$ cat config.mk
export PLATFORM = sky130hd
export DESIGN_NAME = horizontal_blur_upscale
export DESIGN_NICKNAME = d
export VERILOG_FILES = /design/src/rtl/hbu_pkg.sv /design/src/rtl/hbu_front.sv /design/src/rtl/hbu_queue.sv /design/src/rtl/hbu_back.sv /design/src/rtl/horizontal_blur_upscale.sv
export SDC_FILE = /design/constraint.sdc
export NUM_CORES = 2
export LEC_CHECK = 0
export BUFFER_PORTS_ARGS = -buffer_cell sky130_fd_sc_hd__buf_2
export CAP_MARGIN = 20
export CORE_ASPECT_RATIO = 0.9
export CORE_MARGIN = 2
export CORE_UTILIZATION = 45
export DETAILED_ROUTE_END_ITERATION = 16
export GPL_ROUTABILITY_DRIVEN = 0
export GPL_TIMING_DRIVEN = 0
export MAX_ROUTING_LAYER = met4
export PLACE_DENSITY_LB_ADDON = 0.1
export SETUP_SLACK_MARGIN = 0.3
export SLEW_MARGIN = 15
export SYNTH_ARGS = -nofsm -noshare
export SYNTH_HDL_FRONTEND = slang
export SYNTH_HIERARCHICAL = 1
export SYNTH_SLANG_ARGS = --single-unit
$ cat constraint.sdc
create_clock -name clk -period 7.8 [get_ports clk]
set_input_delay 1.17 -clock clk [delete_from_list [all_inputs] [get_ports clk]]
set_output_delay 1.17 -clock clk [all_outputs]
set_load 0.01 [all_outputs]
$ cat src/rtl/hbu_pkg.sv
// shared types and constants of the horizontal blur and upscale block
`default_nettype none

package hbu_pkg;

    localparam int PIX_W    = 32;
    localparam int CHAN_W   = 8;
    localparam int NUM_CHAN = PIX_W / CHAN_W;
    localparam int STR_W    = 9;
    localparam int SIDE_W   = 7;
    localparam int MID_W    = 9;
    localparam int CFG_IDX_W = 1;
    localparam int CFG_DAT_W = 9;

    localparam logic [STR_W-1:0] FULL_WEIGHT = 9'd256;

    localparam logic [CFG_IDX_W-1:0] REG_BLUR_STRENGTH = 1'd0;
    localparam logic [CFG_IDX_W-1:0] REG_DOUBLE_WIDTH  = 1'd1;

    typedef struct packed {
        logic [PIX_W-1:0] pixel_in;
        logic             line_end;
    } in_item_t;

    typedef struct packed {
        logic [PIX_W-1:0] pixel_out;
        logic             line_done;
    } out_item_t;

    // one filter job: the outputs of one source pixel
    typedef struct packed {
        logic [PIX_W-1:0]  left;
        logic [PIX_W-1:0]  centre;
        logic [PIX_W-1:0]  right;
        logic [SIDE_W-1:0] w_side;
        logic [MID_W-1:0]  w_mid;
        logic              dbl;
        logic              last;
    } job_t;

endpackage

`default_nettype wire

$ cat src/rtl/hbu_front.sv
// front end: configuration, neighbor tracking and job building
`default_nettype none

module hbu_front
    import hbu_pkg::*;
(
    input  wire logic                 clk,
    input  wire logic                 rst_n,
    input  wire logic                 wr_en,
    input  wire logic [CFG_IDX_W-1:0] wr_index,
    input  wire logic [CFG_DAT_W-1:0] wr_data,
    input  wire logic                 push,
    output logic                      full,
    input  wire in_item_t             source,
    output logic                      q_wr_valid,
    output job_t                      q_wr_data,
    input  wire logic                 q_full
);

    logic [STR_W-1:0] strength_reg;
    logic             double_reg;
    logic [PIX_W-1:0] left_reg, left_next;
    logic [PIX_W-1:0] centre_reg, centre_next;
    logic             have_reg, have_next;
    job_t             pend_reg, pend_next;
    logic             pend_valid_reg, pend_valid_next;

    logic [STR_W-1:0] s_clamp;
    logic [SIDE_W-1:0] w_side;
    logic [MID_W-1:0]  w_mid;
    logic              accept;
    job_t              job_now;
    job_t              job_end;

    always_ff @(posedge clk or negedge rst_n)
    begin
        if (!rst_n)
        begin
            strength_reg <= '0;
            double_reg   <= 1'b1;
        end
        else if (wr_en)
        begin
            case (wr_index)
                REG_BLUR_STRENGTH: strength_reg <= wr_data[STR_W-1:0];
                REG_DOUBLE_WIDTH:  double_reg   <= wr_data[0];
                default: ;
            endcase
        end
    end

    // weights for the mode in force
    always_comb
    begin
        s_clamp = (strength_reg > FULL_WEIGHT) ? FULL_WEIGHT : strength_reg;
        w_side  = s_clamp[STR_W-1:2];
        if (double_reg)
            w_mid = FULL_WEIGHT - {2'b00, w_side};
        else
            w_mid = FULL_WEIGHT - {1'b0, s_clamp[STR_W-1:1]};
    end

    assign full   = pend_valid_reg || q_full;
    assign accept = push && !full;

    always_comb
    begin
        job_now = '0;
        job_end = '0;
        job_now.dbl = double_reg;
        job_end.dbl = double_reg;
        if (!have_reg)
        begin
            // lone pixel line: plain copy
            job_now.left   = source.pixel_in;
            job_now.centre = source.pixel_in;
            job_now.right  = source.pixel_in;
            job_now.w_side = '0;
            job_now.w_mid  = FULL_WEIGHT;
            job_now.last   = 1'b1;
        end
        else
        begin
            job_now.left   = left_reg;
            job_now.centre = centre_reg;
            job_now.right  = source.pixel_in;
            job_now.w_side = w_side;
            job_now.w_mid  = w_mid;
            job_now.last   = 1'b0;
        end
        job_end.left   = centre_reg;
        job_end.centre = source.pixel_in;
        job_end.right  = source.pixel_in;
        job_end.w_side = w_side;
        job_end.w_mid  = w_mid;
        job_end.last   = 1'b1;
    end

    always_comb
    begin
        q_wr_valid      = 1'b0;
        q_wr_data       = job_now;
        pend_next       = pend_reg;
        pend_valid_next = pend_valid_reg;
        left_next       = left_reg;
        centre_next     = centre_reg;
        have_next       = have_reg;
        if (pend_valid_reg)
        begin
            q_wr_valid = 1'b1;
            q_wr_data  = pend_reg;
            if (!q_full)
                pend_valid_next = 1'b0;
        end
        else if (accept)
        begin
            q_wr_valid = have_reg || source.line_end;
            if (have_reg)
            begin
                left_next   = centre_reg;
                centre_next = source.pixel_in;
                if (source.line_end)
                begin
                    pend_next       = job_end;
                    pend_valid_next = 1'b1;
                    left_next       = '0;
                    centre_next     = '0;
                    have_next       = 1'b0;
                end
            end
            else if (!source.line_end)
            begin
                left_next   = source.pixel_in;
                centre_next = source.pixel_in;
                have_next   = 1'b1;
            end
        end
    end

    always_ff @(posedge clk or negedge rst_n)
    begin
        if (!rst_n)
        begin
            left_reg       <= '0;
            centre_reg     <= '0;
            have_reg       <= 1'b0;
            pend_valid_reg <= 1'b0;
        end
        else
        begin
            left_reg       <= left_next;
            centre_reg     <= centre_next;
            have_reg       <= have_next;
            pend_valid_reg <= pend_valid_next;
        end
    end

    always_ff @(posedge clk)
    begin
        pend_reg <= pend_next;
    end

endmodule

`default_nettype wire

$ cat src/rtl/hbu_queue.sv
// two-entry job queue between front and back
`default_nettype none

module hbu_queue
    import hbu_pkg::*;
(
    input  wire logic clk,
    input  wire logic rst_n,
    input  wire logic wr_valid,
    input  wire job_t wr_data,
    output logic      q_full,
    output logic      rd_valid,
    output job_t      rd_data,
    input  wire logic rd_pop
);

    job_t       entry_reg [2];
    logic       wr_ptr_reg, wr_ptr_next;
    logic       rd_ptr_reg, rd_ptr_next;
    logic [1:0] count_reg, count_next;
    logic       do_wr;
    logic       do_rd;

    assign q_full   = (count_reg == 2'd2);
    assign rd_valid = (count_reg != 2'd0);
    assign rd_data  = entry_reg[rd_ptr_reg];
    assign do_wr    = wr_valid && !q_full;
    assign do_rd    = rd_pop && rd_valid;

    always_comb
    begin
        wr_ptr_next = do_wr ? !wr_ptr_reg : wr_ptr_reg;
        rd_ptr_next = do_rd ? !rd_ptr_reg : rd_ptr_reg;
        count_next  = count_reg + {1'b0, do_wr} - {1'b0, do_rd};
    end

    always_ff @(posedge clk or negedge rst_n)
    begin
        if (!rst_n)
        begin
            wr_ptr_reg <= 1'b0;
            rd_ptr_reg <= 1'b0;
            count_reg  <= '0;
        end
        else
        begin
            wr_ptr_reg <= wr_ptr_next;
            rd_ptr_reg <= rd_ptr_next;
            count_reg  <= count_next;
        end
    end

    always_ff @(posedge clk)
    begin
        if (do_wr)
            entry_reg[wr_ptr_reg] <= wr_data;
    end

endmodule

`default_nettype wire

$ cat src/rtl/hbu_back.sv
// back end: per-channel weighted sums and the result register
`default_nettype none

module hbu_back
    import hbu_pkg::*;
(
    input  wire logic clk,
    input  wire logic rst_n,
    input  wire logic rd_valid,
    input  wire job_t rd_data,
    output logic      rd_pop,
    output logic      empty,
    input  wire logic pop,
    output out_item_t result
);

    logic      half_reg, half_next;
    logic      out_valid_reg, out_valid_next;
    out_item_t out_reg;

    logic [PIX_W-1:0] tap_a;
    logic [PIX_W-1:0] tap_b;
    logic             final_out;
    logic             step;
    logic [PIX_W-1:0] mixed;

    function automatic logic [PIX_W-1:0] mix(
        input logic [PIX_W-1:0]  a,
        input logic [PIX_W-1:0]  c,
        input logic [PIX_W-1:0]  b,
        input logic [SIDE_W-1:0] ws,
        input logic [MID_W-1:0]  wm
    );
        logic [PIX_W-1:0] res;
        logic [16:0]      sum;
        res = '0;
        for (int i = 0; i < NUM_CHAN; i++)
        begin
            sum = {10'b0, ws} * {9'b0, a[i*CHAN_W +: CHAN_W]}
                + {8'b0, wm} * {9'b0, c[i*CHAN_W +: CHAN_W]}
                + {10'b0, ws} * {9'b0, b[i*CHAN_W +: CHAN_W]};
            res[i*CHAN_W +: CHAN_W] = sum[15:8];
        end
        return res;
    endfunction

    always_comb
    begin
        if (rd_data.dbl)
        begin
            tap_a     = half_reg ? rd_data.right : rd_data.left;
            tap_b     = '0;
            final_out = half_reg;
        end
        else
        begin
            tap_a     = rd_data.left;
            tap_b     = rd_data.right;
            final_out = 1'b1;
        end
        mixed = mix(tap_a, rd_data.centre, tap_b, rd_data.w_side, rd_data.w_mid);
    end

    assign step   = rd_valid && (!out_valid_reg || pop);
    assign rd_pop = step && final_out;
    assign empty  = !out_valid_reg;
    assign result = out_reg;

    always_comb
    begin
        half_next      = half_reg;
        out_valid_next = out_valid_reg;
        if (step)
        begin
            half_next      = !final_out;
            out_valid_next = 1'b1;
        end
        else if (pop)
            out_valid_next = 1'b0;
    end

    always_ff @(posedge clk or negedge rst_n)
    begin
        if (!rst_n)
        begin
            half_reg      <= 1'b0;
            out_valid_reg <= 1'b0;
        end
        else
        begin
            half_reg      <= half_next;
            out_valid_reg <= out_valid_next;
        end
    end

    always_ff @(posedge clk)
    begin
        if (step)
        begin
            out_reg.pixel_out <= mixed;
            out_reg.line_done <= rd_data.last && final_out;
        end
    end

endmodule

`default_nettype wire

$ cat src/rtl/horizontal_blur_upscale.sv
// top level of the horizontal blur filter with optional 2x upscale
//
// source side: a queue-style input; a source pixel and its line_end flag
//   transfer on a rising edge with push high and full low
// result side: the oldest result sits on result while empty is low and
//   transfers on a rising edge with pop high
// configuration: wr_en / wr_index / wr_data, taken on any edge with wr_en
//   high; index 0 is blur_strength, index 1 is double_width
// path: a result's job, queued after its right neighbor or the line end is
//   taken, goes from the job queue to the back end's result register
// throughput: one result per cycle while pop keeps up, set by the single
//   mixing unit in the back end; doubling mode takes one source pixel per two
//   results, same-width mode one per cycle, and a line end adds one extra job
// a front end tracks neighbors and builds jobs, a two-entry job queue
//   separates it from the back end, which evaluates four channels at once
// reset: no pixel held, strength zero, doubling mode on, all queues empty
// stall: when pop stays low the result register holds, the job queue fills
//   and full rises; nothing is dropped
`default_nettype none

module horizontal_blur_upscale
    import hbu_pkg::*;
(
    input  wire logic                 clk,
    input  wire logic                 rst_n,
    input  wire logic                 wr_en,
    input  wire logic [CFG_IDX_W-1:0] wr_index,
    input  wire logic [CFG_DAT_W-1:0] wr_data,
    input  wire logic                 push,
    output logic                      full,
    input  wire in_item_t             source,
    output logic                      empty,
    input  wire logic                 pop,
    output out_item_t                 result
);

    // front to queue transfer
    logic q_wr_valid;
    job_t q_wr_data;
    logic q_full;

    // queue to back transfer
    logic q_rd_valid;
    job_t q_rd_data;
    logic q_rd_pop;

    hbu_front u_front (
        .clk        (clk),
        .rst_n      (rst_n),
        .wr_en      (wr_en),
        .wr_index   (wr_index),
        .wr_data    (wr_data),
        .push       (push),
        .full       (full),
        .source     (source),
        .q_wr_valid (q_wr_valid),
        .q_wr_data  (q_wr_data),
        .q_full     (q_full)
    );

    hbu_queue u_queue (
        .clk      (clk),
        .rst_n    (rst_n),
        .wr_valid (q_wr_valid),
        .wr_data  (q_wr_data),
        .q_full   (q_full),
        .rd_valid (q_rd_valid),
        .rd_data  (q_rd_data),
        .rd_pop   (q_rd_pop)
    );

    hbu_back u_back (
        .clk      (clk),
        .rst_n    (rst_n),
        .rd_valid (q_rd_valid),
        .rd_data  (q_rd_data),
        .rd_pop   (q_rd_pop),
        .empty    (empty),
        .pop      (pop),
        .result   (result)
    );

endmodule

`default_nettype wire
======== After elaboration in Yosys (flattened, before gate mapping) ========
Memories as Yosys holds them, arrays and structs flattened.
Cells that the tools add are included.
word-level totals
  register bits ........................... 196
  memory bits (writable) .................. 228
  bits of input ports ..................... 48
  output and inout bits ................... 35
  logic and storage cells ................. 96
  memories ................................ 1
memory list
  name               depth  width  rd ports  clocked after Yosys merged registers in  write ports  line             text
  u_queue.entry_reg  2      114    1         0                                        1            hbu_queue.sv:17  job_t entry_reg [2];
cells by class
  add/sub/neg operators ................... 12
  multiply operators ...................... 12
  order comparisons ....................... 1
  equal/unequal tests ..................... 2
  multiplexer cells ....................... 26
  bitwise operators ....................... 2
  reduce and logical (&&, ||, !) cells .... 22
operator list
  operator                                               count
  two-way mux 32 bit                                     8
  multiplier 7 x 8 -> 15 bit                             8
  two-way mux 114 bit                                    1
  two-way mux 112 bit                                    1
  adder 15 x 16 -> 16 bit                                4
  adder 16 x 15 -> 16 bit                                4
  multiplier 9 x 8 -> 16 bit                             4
  two-way mux 9 bit                                      2
  two-way mux 1 bit                                      14
  greater-than comparator 9 bit (second input constant)  1
  subtractor 9 x 7 -> 9 bit (first input constant)       1
  subtractor 9 x 8 -> 9 bit (first input constant)       1
  logical AND 1 bit                                      6
  zero test 1 bit                                        6
  AND reduction 2 bit                                    3
  AND reduction 4 bit                                    1
  nonzero test 2 bit                                     2
  logical OR 1 bit                                       3
  AND reduction 3 bit                                    1
  adder 2 x 1 -> 2 bit                                   1
  equality test 2 bit (second input constant)            1
  != test 2 x 1 -> 1 bit (second input constant)         1
  NOT 1 bit                                              2
  subtractor 2 x 1 -> 2 bit                              1

======== Logic depth before layout (Yosys ltp) ========
  depth in word-level cells ............... 9
  mapped depth ............................ 27
  depth with buffers taken out ............ 24

======== By module ========
Netlist, hierarchy kept.
modules (own cells, without submodules)
  module     times used  cells an instance  area an instance (um^2)  sequential area each (um^2)
  hbu_back   1           2731               25430.6                  1041.0
  hbu_queue  1           373                8627.0                   6946.7
  hbu_front  1           764                7646.1                   4335.4

======== Worst setup path before layout ========
No wires, ideal clock.
  path type ............................... input port to flip-flop
  start point ............................. input port source[0] (netlist name)
  end point ............................... register u_front/pend_reg[100] (netlist name) (enable)
  data arrival time ....................... 7029 ps
  data required time ...................... 7178 ps
  path slack .............................. 149 ps
  cell stages on the path ................. 3
  path buffers ............................ 1
  cell sequence ........................... clkbuf_1 -> inv_1 -> nor3_1
between the ends
  cells in the longest elaborated chain, start to end .. 1
RTL lines
  what                           line                           text
  start: declaration             horizontal_blur_upscale.sv:31  input wire in_item_t source,
  AND reduction 4 bit (no line)  -
  end signal: assignment         hbu_front.sv:160               pend_reg <= pend_next;
  end: declaration               hbu_front.sv:25                job_t pend_reg, pend_next;
Every way passes these cells.
A chain may end at the register's enable or synchronous reset.

==> reports/results.ini <==
[grt]
grt_max_degree = 55
antenna_found_initial = 3
grt_pass1_wl_mm = 184
grt_pass1_vias = 28400
overflow = 0
busiest_layer = met2
met2_usage_pct = 40.6
met3_usage_pct = 2.93
grtUsageTotal_pct = 26.8
met1_usage_pct = 39.4

[synth]
async_flop_share_pct = 19.3
synth.largest_area_cell = fa_1
syn_nets = 4815
ys_warn_count = 6
ys_seq_area_share_pct = 29.5
synth_edf_count = 342
synth_top_area_share_pct = 28.2
yosys-top-cells-area = fa_1 28%, edfxtp_1 25%, ha_1 9.3%
ys_types = 66
syn_avg_cell_area_um2 = 10.8
ys_ff_latch = 424
netlist_instances = 3868
netlist_area_um2 = 41700
synth-main-ff-cell = edfxtp_1

[timing]
min_period_ns = 7.45
rsz0062_at_grt = true
fin_crit_sh_pct = 95.5
skew_ns = 0.0444
setup_viol = 0
slew_viol_final = 0
tightest_slew_ns = 0.953
hold_violations = 0
clock.fmax_mhz = 134
max-slew-margin-rel_pct = 36.4

[run]
cap_violations = 0

[die]
core-area_um2 = 91400
die_h_um = 293
dieArea_um2 = 95100
die_w_um = 325
ios = 83
start_util_pct = 45.6
fp-row-count = 105

[detailed_routing]
wire_per_inst_um = 22.6
drt-initial-drc-count = 2270
routed_wl_mm = 121
vias = 27700
drt-vias-per-instance = 5.17
drc = 0
firstDrtPassIters = 6
detail-route-antenna-nets = 0

[clocking]
holdBufCountCts = 0
root_buffer = clkbuf_16
clk_pin_slew_ns = 0.06
numCtsBuffers = 49
clk_latency_ns = 0.63
htree_num_levels = 2
numClockSinks = 424
cts_tree = built
clk_path_buf_depth = 3

[finish]
utilization_pct = 51.9
drive_above_1_share_pct = 14.5
largest_register_ff_count = 228
area_growth_pct = 13.9
nets = 5033

[critical_path]
crit_arrival_ns = 7.79
required_ns = 8.15
criticalPathCategory = flip-flop to flip-flop
end_kind = flip-flop
path_max_fanout = 7
start_kind = flip-flop

[place]
numPortBuffers = 81
hpwlAfterDp_mm = 94.8

[run_status]
run_status = finished, final reports clean

[hold_path]
holdCritPathClass = flip-flop to flip-flop

==> what timing repair did <==
action	4_1_cts	5_1_grt
pin swaps	16	98
endpoints found under the setup margin	32	25
gates resized for setup	165	174
endpoints found under the hold margin	0	0
buffers inserted	41	32
gates cloned	0	0
==> cells in the mapped netlist, types with 2 or more instances <==
cell / number
o21ai_2: 2
nand3_1: 8
nand2b_1: 27
o221ai_1: 4
ha_1: 311
o31ai_1: 3
inv_1: 795
mux2_2: 97
o21a_1: 6
xor2_1: 8
mux2i_1: 20
fa_1: 588
o21bai_2: 2
a211oi_1: 4
buf_6: 7
o21ai_0: 136
nand4_1: 4
a21o_1: 14
nor4_1: 2
nor2_1: 66
nand2_1: 378
edfxtp_1: 342
a2111oi_2: 3
a22o_1: 36
clkbuf_1: 124
a31oi_1: 3
o21bai_1: 3
a21oi_1: 94
a211oi_2: 2
dfrtp_1: 81
nor3_1: 9
buf_1: 11
nor2b_1: 102
a22oi_1: 63
and2_1: 347
a32oi_1: 2
a221oi_2: 2
buf_2: 21
xnor2_1: 56
o21ai_1: 9
or2_2: 2
mux2_4: 50
==> path summary, 6_finish.rpt <==
path / start / end / slack [ns] / cells after the start
worst max-delay path: u_queue/rd_ptr_reg$_DFFE_PN0P_ / u_back/result[32]$_DFFE_PP_ / 0.35 / 26
worst min-delay path: u_front/centre_reg[30]$_DFFE_PN0P_ / u_front/pend_reg[112]$_DFFE_PP_ / 0.49 / 0
worst max register to register: u_queue/rd_ptr_reg$_DFFE_PN0P_ / u_back/result[32]$_DFFE_PP_ / 0.35 / 26
worst min register to register: u_front/centre_reg[30]$_DFFE_PN0P_ / u_front/pend_reg[112]$_DFFE_PP_ / 0.49 / 0
max in group asynchronous: rst_n / u_front/double_reg$_DFFE_PN1P_ / 6.62 / 2
min in group asynchronous: rst_n / u_front/centre_reg[6]$_DFFE_PN0P_ / 0.50 / 1
==> cell families (layout without fill, tap and decap cells) <==
kind of cell,Yosys count,count (layout),synth area share (%)
DFF,424,424,29.5
buffers and inverters,959,1216,8.82
xor gates and xnor gates,64,64,1.34
adders and majority gates,899,899,37.6
and+or+nand+nor,952,952,11.6
muxes,167,167,4.90
other,0,4,0
AOI/OAI and AO/OA,403,403,6.20
==> cell type report <==
class	instances	area, um2
buffer	162	1020
clock inverter	19	184
inverter	796	2990
antenna	4	10.0
clock buffer	71	1370
tap	1230	1540
fill	8360	44000
multi-input combinational	2485	26600
sequential	424	12300
timing repair buffer	168	1470
==> metrics by stage <==
| step | instance area, um2 | instances | setup TNS, ns | setup slack (ns) | hold slack (ns) |
|---|---|---|---|---|---|
| after detailed placement | 44000 | 5193 | -23.24 | -1.35 | 0.478 |
| final | 47500 | 5359 | 0 | 0.354 | 0.495 |
| after global routing | 47500 | 5355 | 0 | 0.134 | 0.505 |
| after global placement | 43700 | 5179 | -363.65 | -2.99 | 0.475 |
| after floorplan | 41700 | 3868 | 0 | 0.455 | 0.448 |
| after CTS | 46600 | 5324 | 0 | 0.262 | 0.474 |
==> layout by cell type, fill, tap and decap left out, types with 36 or more instances in the layout <==
cell / count
clkbuf_16: 51
nor2b_1: 94
xnor2_1: 49
fa_1: 578
mux2_4: 74
and2_1: 344
inv_1: 785
buf_4: 56
a21oi_1: 87
nor2_1: 64
edfxtp_1: 342
ha_1: 296
clkbuf_1: 83
buf_2: 101
mux2_2: 73
a22oi_1: 63
nand2_1: 366
dfrtp_1: 81
o21ai_0: 136
a22o_1: 36
==> per-layer routing <==
layer,wire (um),vias to the layer above
li1,-,12600
met1,57100,14200
met2,54200,817
met3,7070,128
met4,2740,0
met5,0,-
==> critical path, stage by stage (launching register included) <==
cell	delay (ns)
dfrtp_1	0.37
buf_6	0.15
buf_12	0.14
mux2_4	0.42
nand2_8	0.15
buf_12	0.14
mux2_4	0.35
and2_4	0.18
fa_2	0.56
inv_2	0.04
fa_1	0.48
fa_1	0.49
inv_1	0.05
fa_1	0.46
fa_1	0.51
fa_1	0.51
inv_2	0.04
fa_1	0.49
inv_2	0.05
ha_4	0.26
nand2_2	0.05
or4b_4	0.53
nand3_4	0.11
a31oi_4	0.10
buf_12	0.16
o31ai_4	0.23
xnor2_2	0.14
Power is not shown: default switching activity piles up to over one toggle a cycle in this logic, so the estimate is an artifact.
